`config.mk`:
```
export PLATFORM = sky130hd
export DESIGN_NAME = clb_ram
export DESIGN_NICKNAME = d
export VERILOG_FILES = /design/src/sv/clb_ram.sv
export SDC_FILE = /design/constraint.sdc
export NUM_CORES = 1
export LEC_CHECK = 0
export ABC_AREA = 1
export BUFFER_PORTS_ARGS = -buffer_cell sky130_fd_sc_hd__buf_4
export CAP_MARGIN = 15
export CORE_UTILIZATION = 61
export DETAILED_ROUTE_END_ITERATION = 7
export PLACE_DENSITY = 0.79
export SLEW_MARGIN = 20
export SYNTH_ARGS = -nofsm -noshare
export SYNTH_HDL_FRONTEND = slang
export SYNTH_SLANG_ARGS = --single-unit
```
`constraint.sdc`:
```
create_clock -name clock -period 1.1 [get_ports clock]
set_input_delay 0.11 -clock clock [delete_from_list [all_inputs] [get_ports clock]]
set_output_delay 0.11 -clock clock [all_outputs]
set_load 0.02 [all_outputs]
```
`src/sv/clb_ram.sv`:
```
// Generic single-write, single-read RAM with a registered read port.
// Stands alone; holds the point store of the builder.
module clb_ram #(
   parameter int DATA_W = 8,
   parameter int DEPTH  = 16
) (
   input  logic                     clock,
   input  logic                     wr_en,
   input  logic [$clog2(DEPTH)-1:0] wr_addr,
   input  logic [DATA_W-1:0]        wr_data,
   input  logic [$clog2(DEPTH)-1:0] rd_addr,
   output logic [DATA_W-1:0]        rd_data
);

   logic [DATA_W-1:0] mem [DEPTH];
   logic [DATA_W-1:0] rd_data_ff;

   always_ff @(posedge clock) begin
      if (wr_en) begin
         mem[wr_addr] <= wr_data;
      end
      rd_data_ff <= mem[rd_addr];
   end

   assign rd_data = rd_data_ff;

endmodule

```
# Yosys cells after proc, flatten, opt, wreduce, memory -nomap -nowiden
# Memory sizes are Yosys's and may differ from the RTL's. A register that Yosys moved wholly into a read port is not among the register bits.
# Index checks and enable logic that the tools add are counted.
word_totals:
  register_bits: 0
  ram_bits: 128
  out_inout_bits: 8
  memories: 1
classes:
  muxes: 2
memory_table:
  columns: ["name", "words", "width", "read_ports", "rd_clocked_by_memory_dff", "write_ports", "line", "text"]
  rows:
  - ["mem", 16, 8, 1, 1, 1, "15", "logic [DATA_W-1:0] mem [DEPTH];"]
op_table:
  columns: ["op", "n"]
  rows:
  - ["$mux W1", 2]

# Depth between registers and ports, before layout
depth:
  ltp_word: 2
  depth_mapped: 8
  ltp_nobuf: 7

# Worst setup path after synthesis
# Ideal clock, no wire load.
synth_path:
  path_type: "in2reg"
  from: "input wr_addr[3]"
  to: "memory mem[4][0], enable pin"
  setup_time_ps: 370
  t_arrival_ps: 691
  required_ps: 730
  path_slack_ps: 39
  cell_stages: 2
  path_buffers: 0
  path_cell_list: "nand3b_1 nor2_1"
synth_rtl:
  columns: ["item", "line", "text"]
  rows:
  - ["start: declaration", "9", "input logic [$clog2(DEPTH)-1:0] wr_addr,"]
  - ["end: declaration", "15", null]
# Straight into the memory's write port.

==> results.py <==
metrics = {
    "status": {
        "status": "complete, no violations",
    },
    "timing": {
        "grt_setup_unrepaired": "true",
        "slew_headroom_pct": 76.0,
        "setup_violations": 0,
        "period_share_pct": 99.1,
        "final.min_clock_period_ns": 1.09,
        "worst_slack_ns": 0.00941,
        "max_freq_mhz": 917,
        "tightest_slew_ns": 0.360,
        "hold_violations": 0,
        "fin_worst_skew_ns": 0.0130,
        "slew_violations": 0,
        "whs_ns": 0.190,
    },
    "synth": {
        "syn_inst": 551,
        "synth.ff_latch_count": 136,
        "synth.yosys.seq_area_share_pct": 69.4,
        "ys_warn_count": 0,
        "synth.net_count": 569,
        "synth_area_per_cell_um2": 10.5,
        "netlist_area_mm2": 0.00577,
        "yosysUniqueCellTypes": 12,
    },
    "floorplanning": {
        "die_w_um": 99.2,
        "dieArea_mm2": 0.00985,
        "core-area_mm2": 0.00920,
        "rows": 35,
        "start_util_pct": 62.7,
        "die_y_um": 99.2,
        "io_pins": 26,
    },
    "placed_design": {
        "numPlacedInstances": 688,
        "dp_slack_ns": -0.0727,
        "port_buffers": 25,
        "gp_congestion": 0.936,
        "hpwl_um": 7740,
    },
    "clock_tree": {
        "cts_inserted_buffers": 17,
        "cts_tree": "yes",
        "cts_htree_levels": 4,
        "clock_latency_ns": 0.53,
        "cts_sinks": 136,
        "ctsLongestPathBuffers": 2,
        "clkTransAtPathRegs_ns": 0.06,
        "post_cts_buffers": 0,
        "root_buffer": "clkbuf_8",
    },
    "grt": {
        "antenna_found_initial": 0,
        "grt_pass1_wl_um": 21300,
        "gr-total-overflow": 0,
        "grt_pass1_vias": 4033,
        "grt_max_degree": 49,
        "grtUsageTotal_pct": 30.3,
    },
    "routing": {
        "via_per_inst": 5.59,
        "postRouteWirelength_um": 13600,
        "wl_per_cell_um": 18.6,
        "routed-via-count": 4083,
        "drcViolationCount": 0,
        "ant_nets": 0,
        "drtIter0Drc": 458,
        "dr.pass1.iters": 5,
    },
    "finish": {
        "nFillCells": 546,
        "utilization_pct": 75.2,
        "final_layout_size_suffix_gt1_share_pct": 14.9,
        "final_net_count": 624,
        "area_growth_pct": 19.9,
        "fin_cells": 730,
        "diodes": 0,
    },
    "job": {
        "max_cap_viol_count": 0,
    },
    "critical_path": {
        "cpMostUsedCell": "nand3_1",
        "arrival_ns": 1.50,
        "critical_path_required_ns": 1.51,
        "worstPathCellList": "inv_1, nand2_1, nand3_1, nand3_1, nand3_1, nand2_1",
        "critPathBufInv": 1,
        "end_kind": "register",
        "max_stage_delay_ns": 0.39,
        "worst-path-max-fanout": 1,
        "start_kind": "register",
        "cp_top_family": "simple AND/OR/NAND/NOR gates",
        "path_class": "reg -> reg",
        "critPathSlowestCell": "edfxtp_1",
    },
    "power_and_ir_drop": {
        "peakVddDrop_uv": 1630,
        "leakage_nw": 3.02,
        "total_power_mw": 12.2,
        "power_density_mw_per_mm2": 1760,
    },
    "min_path": {
        "hold_class": "in -> reg",
    },
}
-- flip-flops by register name (all words and copies together), names as in the netlist --
register and count:
mem 128, rd_data 8
-- worst reg2reg max path, cell delays in order (launching register included) --
cell and delay, ns:
edfxtp_1 0.39, inv_1 0.08, nand2_1 0.05, nand3_1 0.11
nand3_1 0.13, nand3_1 0.15, nand2_1 0.07
-- cell usage after synthesis --
library cell  number  area share [%]
nor2_1            17             1.1
inv_1            100             6.5
buf_1              1           0.065
nand3b_1           2            0.26
edfxtp_1         128              67
buf_4              4            0.52
dfxtp_1            8             2.8
buf_2             13             1.1
buf_6              6             1.2
nand3_1           97             8.4
nand2_1          173              11
inv_2              2            0.13
-- power breakdown --
part / switching [mW] / internal [mW]
registers: 0.0389 / 5.80
clock network: 2.18 / 3.29
logic: 0.564 / 0.322
-- layout by cell type (no fill, tap or decap) --
master | Yosys | routed
nand3_2 | 0 | 3
inv_6 | 0 | 2
edfxtp_1 | 128 | 128
buf_4 | 4 | 37
nor2_1 | 17 | 17
inv_2 | 2 | 2
nand2_1 | 173 | 173
dfxtp_1 | 8 | 3
dlygate4sd3_1 | 0 | 10
buf_6 | 6 | 7
clkbuf_16 | 0 | 16
dfxtp_2 | 0 | 5
nand3_1 | 97 | 94
clkbuf_8 | 0 | 2
nand3b_1 | 2 | 2
inv_1 | 100 | 100
bufinv_16 | 0 | 2
buf_12 | 0 | 6
clkinv_4 | 0 | 3
clkinvlp_4 | 0 | 4
clkinv_2 | 0 | 3
-- logic make-up after synthesis --
logic type	count (synthesis)	share of synthesized area (%)
flip-flops	136	69.4
buffers and inverters	126	9.52
AND/OR/NAND/NOR	289	21.0
-- layer usage --
layer,vias to the layer above,GRT usage [%],wire length [um]
met5,-,0,0
met4,0,14.1,476
met3,46,6.68,1370
met2,257,49.3,6840
met1,1895,39.3,4900
li1,1885,-,-
-- area by class of cell --
cell class	instances	area, um^2	share of cell area, %
repair buffers	60	577	8.34
multi-input cells	289	1230	17.8
flip-flops and latches	136	4010	58.0
inverters	102	383	5.54
well taps	111	139	2.01
clock buffers	18	428	6.19
clock inverters	14	149	2.15
-- timing repair --
action / in CTS / in global routing
endpoints found under the hold margin: 136 / 0
gates resized for setup: 4 / 11
hold buffers: 10 / 0
setup endpoints to repair: 3 / 10
-- path summary, 6_finish.rpt --
check	slack [ns]	start	to	depth (start not counted)
worst max register to register	0.009	mem[9][2]	rd_data[2]	6
worst min-delay path	0.19	wr_en	mem[2][0]	4
worst max-delay path	0.009	mem[9][2]	rd_data[2]	6
worst min register to register	0.68	mem[12][1]	rd_data[1]	6
-- metrics by stage --
stage / TNS (ns) / cell area, um^2
3_3_place_gp: -0.0144 / 6190
3_5_place_dp: -0.609 / 6190
2_1_floorplan: 0 / 5770
5_1_grt: -0.0212 / 6910
4_1_cts: 0 / 6880
6_report: 0 / 6910
(Power assumes the default switching activity.)
