### src/sv/clb_pkg.sv
// Shared types, constants and register codes for the contact Laplacian builder.
// Used by clb_dist_unit and contact_laplacian_builder_unit; depends on nothing.
package clb_pkg;

   localparam int MAX_POINTS = 256;
   localparam int COORD_BITS = 20;

   localparam int IDX_W    = $clog2(MAX_POINTS);
   localparam int CNT_W    = $clog2(MAX_POINTS + 1);
   localparam int POINT_W  = 3 * COORD_BITS;
   localparam int ABS_W    = COORD_BITS + 1;
   localparam int SQ_W     = 2 * ABS_W;
   localparam int SUM_W    = SQ_W + 2;
   localparam int CUTOFF_W = 44;
   localparam int CMP_W    = (SUM_W > CUTOFF_W) ? SUM_W : CUTOFF_W;

   localparam int FIELD_COORD_W = 20;
   localparam int FIELD_INDEX_W = 8;
   localparam int ENTRY_W       = 9;
   localparam int PIDX_W        = 8;
   localparam int PCNT_W        = 9;
   localparam int DEG_W         = ENTRY_W - 1;

   localparam logic [CUTOFF_W-1:0] CUTOFF_RESET = CUTOFF_W'(514089);
   localparam logic signed [ENTRY_W-1:0] ENTRY_CONTACT = -ENTRY_W'(1);
   localparam logic signed [ENTRY_W-1:0] ENTRY_NONE = '0;
   localparam logic [DEG_W-1:0] DEG_MAX = '1;

   localparam logic [1:0] FUNC_CLEAR  = 2'd0;
   localparam logic [1:0] FUNC_APPEND = 2'd1;
   localparam logic [1:0] FUNC_READ   = 2'd2;

   localparam logic [1:0] AXIS_X = 2'd0;
   localparam logic [1:0] AXIS_Y = 2'd1;
   localparam logic [1:0] AXIS_Z = 2'd2;

   localparam int CSR_DATA_W = 64;
   localparam int CSR_ADDR_W = 4;
   localparam logic REG_CUTOFF = 1'b0;

   typedef struct packed {
      logic [1:0]                      func;
      logic signed [FIELD_COORD_W-1:0] x_coord;
      logic signed [FIELD_COORD_W-1:0] y_coord;
      logic signed [FIELD_COORD_W-1:0] z_coord;
      logic [FIELD_INDEX_W-1:0]        row_index;
      logic [FIELD_INDEX_W-1:0]        col_index;
   } req_type;

   typedef struct packed {
      logic signed [ENTRY_W-1:0] entry_value;
      logic [PIDX_W-1:0]         point_index;
      logic [PCNT_W-1:0]         point_count;
      logic                      error;
   } rsp_type;

   typedef struct packed {
      logic signed [COORD_BITS-1:0] x;
      logic signed [COORD_BITS-1:0] y;
      logic signed [COORD_BITS-1:0] z;
   } point_type;

   typedef struct packed {
      logic done;
      logic contact;
   } dist_stat_type;

endpackage

### src/sv/clb_dist_unit.sv
// Shared squared-distance unit: one axis per cycle through difference, square
// and accumulate stages, then a compare against the cutoff. Uses clb_pkg.
module clb_dist_unit (
   input  logic                             clock,
   input  logic                             reset,
   input  logic                             start,
   input  clb_pkg::point_type               a_point,
   input  clb_pkg::point_type               b_point,
   input  logic [clb_pkg::CUTOFF_W-1:0]     cutoff,
   output clb_pkg::dist_stat_type           status
);

   logic                            issue_ff, issue_in;
   logic [1:0]                      axis_ff, axis_in;
   logic                            v1_ff, first1_ff, last1_ff;
   logic [clb_pkg::ABS_W-1:0]       absd_ff;
   logic                            v2_ff, first2_ff, last2_ff;
   logic [clb_pkg::SQ_W-1:0]        sq_ff;
   logic [clb_pkg::SUM_W-1:0]       acc_ff;
   logic                            done_ff, contact_ff;

   logic signed [clb_pkg::COORD_BITS-1:0] a_sel, b_sel;
   logic signed [clb_pkg::ABS_W-1:0]      diff;
   logic [clb_pkg::ABS_W-1:0]             absd_in;
   logic [clb_pkg::SQ_W-1:0]              sq_in;
   logic [clb_pkg::SUM_W-1:0]             acc_base, sum_in;

   always_comb begin
      unique case (axis_ff)
         clb_pkg::AXIS_X: begin
            a_sel = a_point.x;
            b_sel = b_point.x;
         end
         clb_pkg::AXIS_Y: begin
            a_sel = a_point.y;
            b_sel = b_point.y;
         end
         default: begin
            a_sel = a_point.z;
            b_sel = b_point.z;
         end
      endcase
      diff     = clb_pkg::ABS_W'(a_sel) - clb_pkg::ABS_W'(b_sel);
      absd_in  = diff[clb_pkg::ABS_W-1] ? clb_pkg::ABS_W'(-diff) : clb_pkg::ABS_W'(diff);
      sq_in    = absd_ff * absd_ff;
      acc_base = first2_ff ? '0 : acc_ff;
      sum_in   = acc_base + clb_pkg::SUM_W'(sq_ff);
   end

   always_comb begin
      issue_in = issue_ff;
      axis_in  = axis_ff;
      if (start) begin
         issue_in = 1'b1;
         axis_in  = clb_pkg::AXIS_X;
      end else if (issue_ff) begin
         axis_in = axis_ff + 2'd1;
         if (axis_ff == clb_pkg::AXIS_Z) begin
            issue_in = 1'b0;
         end
      end
   end

   always_ff @(posedge clock) begin
      if (reset) begin
         issue_ff <= 1'b0;
         v1_ff    <= 1'b0;
         v2_ff    <= 1'b0;
         done_ff  <= 1'b0;
      end else begin
         issue_ff <= issue_in;
         v1_ff    <= issue_ff;
         v2_ff    <= v1_ff;
         done_ff  <= v2_ff && last2_ff;
      end
   end

   always_ff @(posedge clock) begin
      axis_ff   <= axis_in;
      first1_ff <= (axis_ff == clb_pkg::AXIS_X);
      last1_ff  <= (axis_ff == clb_pkg::AXIS_Z);
      absd_ff   <= absd_in;
      first2_ff <= first1_ff;
      last2_ff  <= last1_ff;
      sq_ff     <= sq_in;
      if (v2_ff) begin
         acc_ff     <= sum_in;
         contact_ff <= clb_pkg::CMP_W'(sum_in) <= clb_pkg::CMP_W'(cutoff);
      end
   end

   assign status.done    = done_ff;
   assign status.contact = contact_ff;

   assert property (@(posedge clock) disable iff (reset) start |-> !issue_ff && !v1_ff && !v2_ff)
      else $error("Distance unit restarted while a check was in flight.");

   assert property (@(posedge clock) disable iff (reset) done_ff |-> !v1_ff && !v2_ff)
      else $error("Distance unit reported done with axes still in the pipeline.");

   assert property (@(posedge clock) disable iff (reset) $rose(issue_ff) |=> issue_ff ##1 issue_ff)
      else $error("Distance unit issued fewer than three axes.");

endmodule

### config.mk
export PLATFORM = sky130hd
export DESIGN_NAME = clb_dist_unit
export DESIGN_NICKNAME = d
export VERILOG_FILES = /design/src/sv/clb_pkg.sv /design/src/sv/clb_dist_unit.sv
export SDC_FILE = /design/constraint.sdc
export NUM_CORES = 1
export LEC_CHECK = 0
export BUFFER_PORTS_ARGS = -buffer_cell sky130_fd_sc_hd__buf_2
export CAP_MARGIN = 20
export CORE_MARGIN = 4
export CORE_UTILIZATION = 60
export CTS_CLUSTER_SIZE = 24
export DETAILED_ROUTE_END_ITERATION = 16
export PLACE_DENSITY = 0.83
export SYNTH_ARGS = -nofsm -noshare
export SYNTH_HDL_FRONTEND = slang
export SYNTH_SLANG_ARGS = --single-unit
### constraint.sdc
create_clock -name clock -period 13.7 [get_ports clock]
set_input_delay 2.74 -clock clock [delete_from_list [all_inputs] [get_ports clock]]
set_output_delay 2.74 -clock clock [all_outputs]
set_load 0.05 [all_outputs]
; Word-level counts from Yosys, hierarchy flattened
; Index checks and enable logic that the tools add are counted.
[classes]
mux = 7
order_cmp = 1
n_reduce_logical = 2
add_sub_neg = 4
multipliers = 1
n_eq_ne = 2
[ops]
columns = op, n
row1 = $pmux 20 s2, 2
row2 = $add 44x42->44, 1
row3 = $le 44x44->1, 1
row4 = $mux 44, 1
row5 = $mul 21x21->42, 1
row6 = $neg 21->21, 1
row7 = $sub 20x20->21, 1
row8 = $mux 20, 1
row9 = $mux 1, 3
row10 = $add 2x1->2 const B, 1
row11 = $eq 2x1->1 const B, 1
row12 = $eq 2x2->1 const B, 1
row13 = $logic_not 2->1, 1
row14 = $logic_and 1x1->1, 1
[word_totals]
output_inout_bits = 2
elab_cells = 31
register_bits = 118
inputBits = 167

; Depth between registers and ports, before layout
[depth]
depth_word = 5
mapped_depth = 27
depth_no_buf = 25

; Worst setup path before layout
; Ideal clock, no wire load.
[synth_path]
path_kind = register to register
from = register absd_ff[5] (netlist bit)
to = register sq_ff[41] (netlist bit)
path_buffers = 2
setup_ns = 0.095
stages_incl_launch_ff = 26
arrival_ns = 6.859
path_slack_ns = 6.746
cell_sequence = dfxtp_1 -> clkbuf_1 -> clkbuf_1 -> nand2_1 -> fa_1 -> inv_1 -> fa_1 -> inv_1 -> fa_1 -> inv_1 -> fa_1 -> fa_1 -> fa_1 -> inv_1 -> fa_1 -> inv_1 -> ha_1 -> o2111ai_1 -> nor2_1 -> o211ai_1 -> a31oi_1 -> a31oi_1 -> nor2_1 -> a211oi_1 -> or4_1 -> o311ai_1
[synth_via]
elab_chain_len = 1
[synth_rtl]
columns = item, line_no
row1 = from (decl), clb_dist_unit.sv:16  ; logic [clb_pkg::ABS_W-1:0] absd_ff;
row2 = from (signal assigned), clb_dist_unit.sv:82  ; absd_ff <= absd_in;
row3 = $mul 21x21->42, clb_dist_unit.sv:45  ; sq_in = absd_ff * absd_ff;
row4 = "net sq_in, one bit", clb_dist_unit.sv:25  ; logic [clb_pkg::SQ_W-1:0] sq_in;
row5 = to (signal assigned), clb_dist_unit.sv:85  ; sq_ff <= sq_in;
row6 = to (decl), clb_dist_unit.sv:18  ; logic [clb_pkg::SQ_W-1:0] sq_ff;
; The timed path passes the listed nets, and every way through them passes these cells.
; A chain may end at the register's enable or synchronous reset.

; Final worst setup path
; Ends and elaborated chain as after synthesis.

==> results.tsv <==
stage	metric	value	unit
routing	finalWirelength	48700	microns
synthesis	synth-seq-cells	117	
global_routing	top_usage_layer	met2	
clocking	postCtsSetupBuffers	0	
setup_path	cp.required	14040	ps
synthesis	syn_area_per_cell	8.99	sq um
clocking	clkLatencyLatePin	430	ps
final_layout	final.fill_count	2729	
synthesis	synth_edf_count	45	
min_path	worstHoldPathType	reg2reg	
synthesis	netlist_area	21000	sq um
final_layout	fin_nets	3195	
final_layout	drive_above_1_share	9.49	%
clocking	cts_hold_repair.buffers	0	
final_layout	final_cell_mix	inv_1 (461), fa_1 (311), ha_1 (263)	
sta	fin_tns_setup	0	ps
routing	dr.pass1.iters	5	
clocking	cts_sinks	117	
setup_path	cpPeakStageDelay	950	ps
synthesis	synth_cell_types	73	
setup_path	worstPathArrival	8260	ps
global_routing	grt_pass1_vias	17700	
synthesis	ys_seq_area_share	13.3	%
sta	finalCritPeriodShare	57.8	%
routing	ant_nets	0	
final_layout	regArea	2790	sq um
sta	drv_slew	0	
clocking	cts_buffer_depth	2	
clocking	cts_tree	yes	
final_layout	antenna_cells	0	
clocking	cts_root_buf	clkbuf_16	
clocking	cts_buffers	17	
setup_path	slowest_stage	dfxtp_1	
die	start_util	60.9	%
sta	setup_violations	0	
flow_run	cap_violations	0	
placement	numPortBuffers	168	
routing	drtIter0Drc	959	
outcome	status	completed	
global_routing	met1_usage	33.5	%
sta	finalHoldViolCount	0	
global_routing	use_met2	46.2	%
final_layout	final_common_cell	inv_1	
synthesis	synth-main-ff-cell	dfxtp_1	
placement	place.gp.congestion	0.917	
clocking	cts.htree.levels	4	
final_layout	multi_input_area	16200	sq um
sta	fmax	126	MHz
clocking	path_clk_slew	60	ps
global_routing	grt_start_max_net_pins	47	
placement	hpwl	39600	microns
final_layout	area_growth	8.50	%
synthesis	yosys.area.top_type	fa_1	
routing	drc_errors	0	
global_routing	met3_usage	4.11	%
die	fp.dieH	195	microns
synthesis	syn_nets	3083	
routing	vias	16500	
routing	drt-vias-per-instance	5.65	
sta	worst_pin_slew	1080	ps
synthesis	synthCells	2342	
clocking	ctsResizeCount	0	
sta	fin_skew	9.31	ps
routing	wl_per_cell	16.7	microns
sta	fin_crit	7920	ps
setup_path	critPathCaptureType	flop	
setup_path	path_cells	nand2_1, fa_1, inv_1, fa_1, inv_1, fa_1, inv_1, fa_1, fa_1, fa_1, inv_1, fa_1, inv_1, ha_1, o2111ai_1, nor2_1, o211ai_1, a31oi_1, a31oi_1, nor2_1, a211oi_1, or4_1, o311ai_1	
setup_path	critical_path.most_common_cell	fa_1	
sta	rsz0062_at_grt	false	
setup_path	crit_fanout	23	
global_routing	antenna_found_initial	0	
synthesis	netlist_top_cells_area	fa_1 (30%), ha_1 (16%), inv_1 (8.2%)	
die	ios	169	
synthesis	synth_warnings	0	
die	rows	68	
synthesis	synthArstFlopShare	0	%
die	die_area	38100	sq um
die	core	34500	sq um
global_routing	overflow	0	
global_routing	grt_pass1_wl	82800	microns
sta	slew-limit-headroom	27.6	%
setup_path	path_class	reg2reg	
global_routing	track_usage	26.2	%
setup_path	cp-start-kind	flop	
synthesis	yosys.area.top_type_share	29.6	%
die	fp.dieW	195	microns
-- cells by family after synthesis --
logic type,count (synthesis),share of synthesized area [%]
AOI/OAI and AO/OA,391,12.6
adders and majority gates,574,45.2
buffers and inverters,545,9.76
xor gates and xnor gates,112,4.70
DFF,117,13.3
muxes,8,0.404
and+or+nand+nor,595,14.0
-- synthesized netlist by cell type (23+ instances only) --
cell type	count
a21o_1	67
a21oi_1	119
and2_1	98
clkbuf_1	79
dfxtp_1	72
edfxtp_1	45
fa_1	311
ha_1	263
inv_1	461
nand2_1	224
nand4_1	23
nor2_1	78
nor2b_1	63
o21ai_0	33
xnor2_1	69
xor2_1	42
-- layout make-up --
type                    instances  area share, %
clock inverters                 5          0.225
clock buffers                  27           2.53
multi-input cells            1680           71.0
flip-flops and latches        117           12.2
repair buffers                177           3.98
well taps                     455           2.49
inverters                     461           7.58
-- worst max-delay path: cells and delay by family (launching register included) --
kind,cells,cell delay [ps]
compound gates,6,1410
fa+ha+maj,8,4060
buf+inv,5,260
flops,1,950
simple gates,4,1130
-- path summary, 6_finish.rpt --
kind,startpoint,endpoint,slack (ps),cells past startpoint
worst min register to register,first1_ff$_DFF_P_,first2_ff$_DFF_P_,330,0
worst min-delay path,first1_ff$_DFF_P_,first2_ff$_DFF_P_,330,0
worst max register to register,absd_ff[5]$_DFF_P_,sq_ff[41]$_DFF_P_,5780,23
worst max-delay path,absd_ff[5]$_DFF_P_,sq_ff[41]$_DFF_P_,5780,23
-- per-layer routing --
metal / up-vias / routed length (microns)
met3: 102 / 2710
met4: 0 / 1380
met1: 8082 / 20200
met5: - / 0
li1: 7783 / -
met2: 534 / 24300
-- metrics by stage --
step / setup slack (ps) / cells / instance area (sq um) / utilization, % / hold slack, ps
2_1_floorplan: 6750 / 2342 / 21000 / - / 310
4_1_cts: 5880 / 2921 / 22800 / 66.1 / 334
3_3_place_gp: 6010 / 2889 / 22200 / 64.3 / 310
6_report: 5780 / 2922 / 22800 / 66.1 / 331
5_1_grt: 5330 / 2922 / 22800 / 66.1 / 338
3_5_place_dp: 5900 / 2889 / 22200 / 64.3 / 322
-- state kept, by name, indices dropped and copies added, names as in the netlist --
signal and cells:
issue_ff 1, last2_ff 1, axis_ff 2, first2_ff 1
last1_ff 1, contact_ff 1, v2_ff 1, v1_ff 1
acc_ff 44, first1_ff 1, sq_ff 41, absd_ff 21
done_ff 1
Power is not shown: default switching activity piles up to over one toggle a cycle in this logic, so the estimate is an artifact.
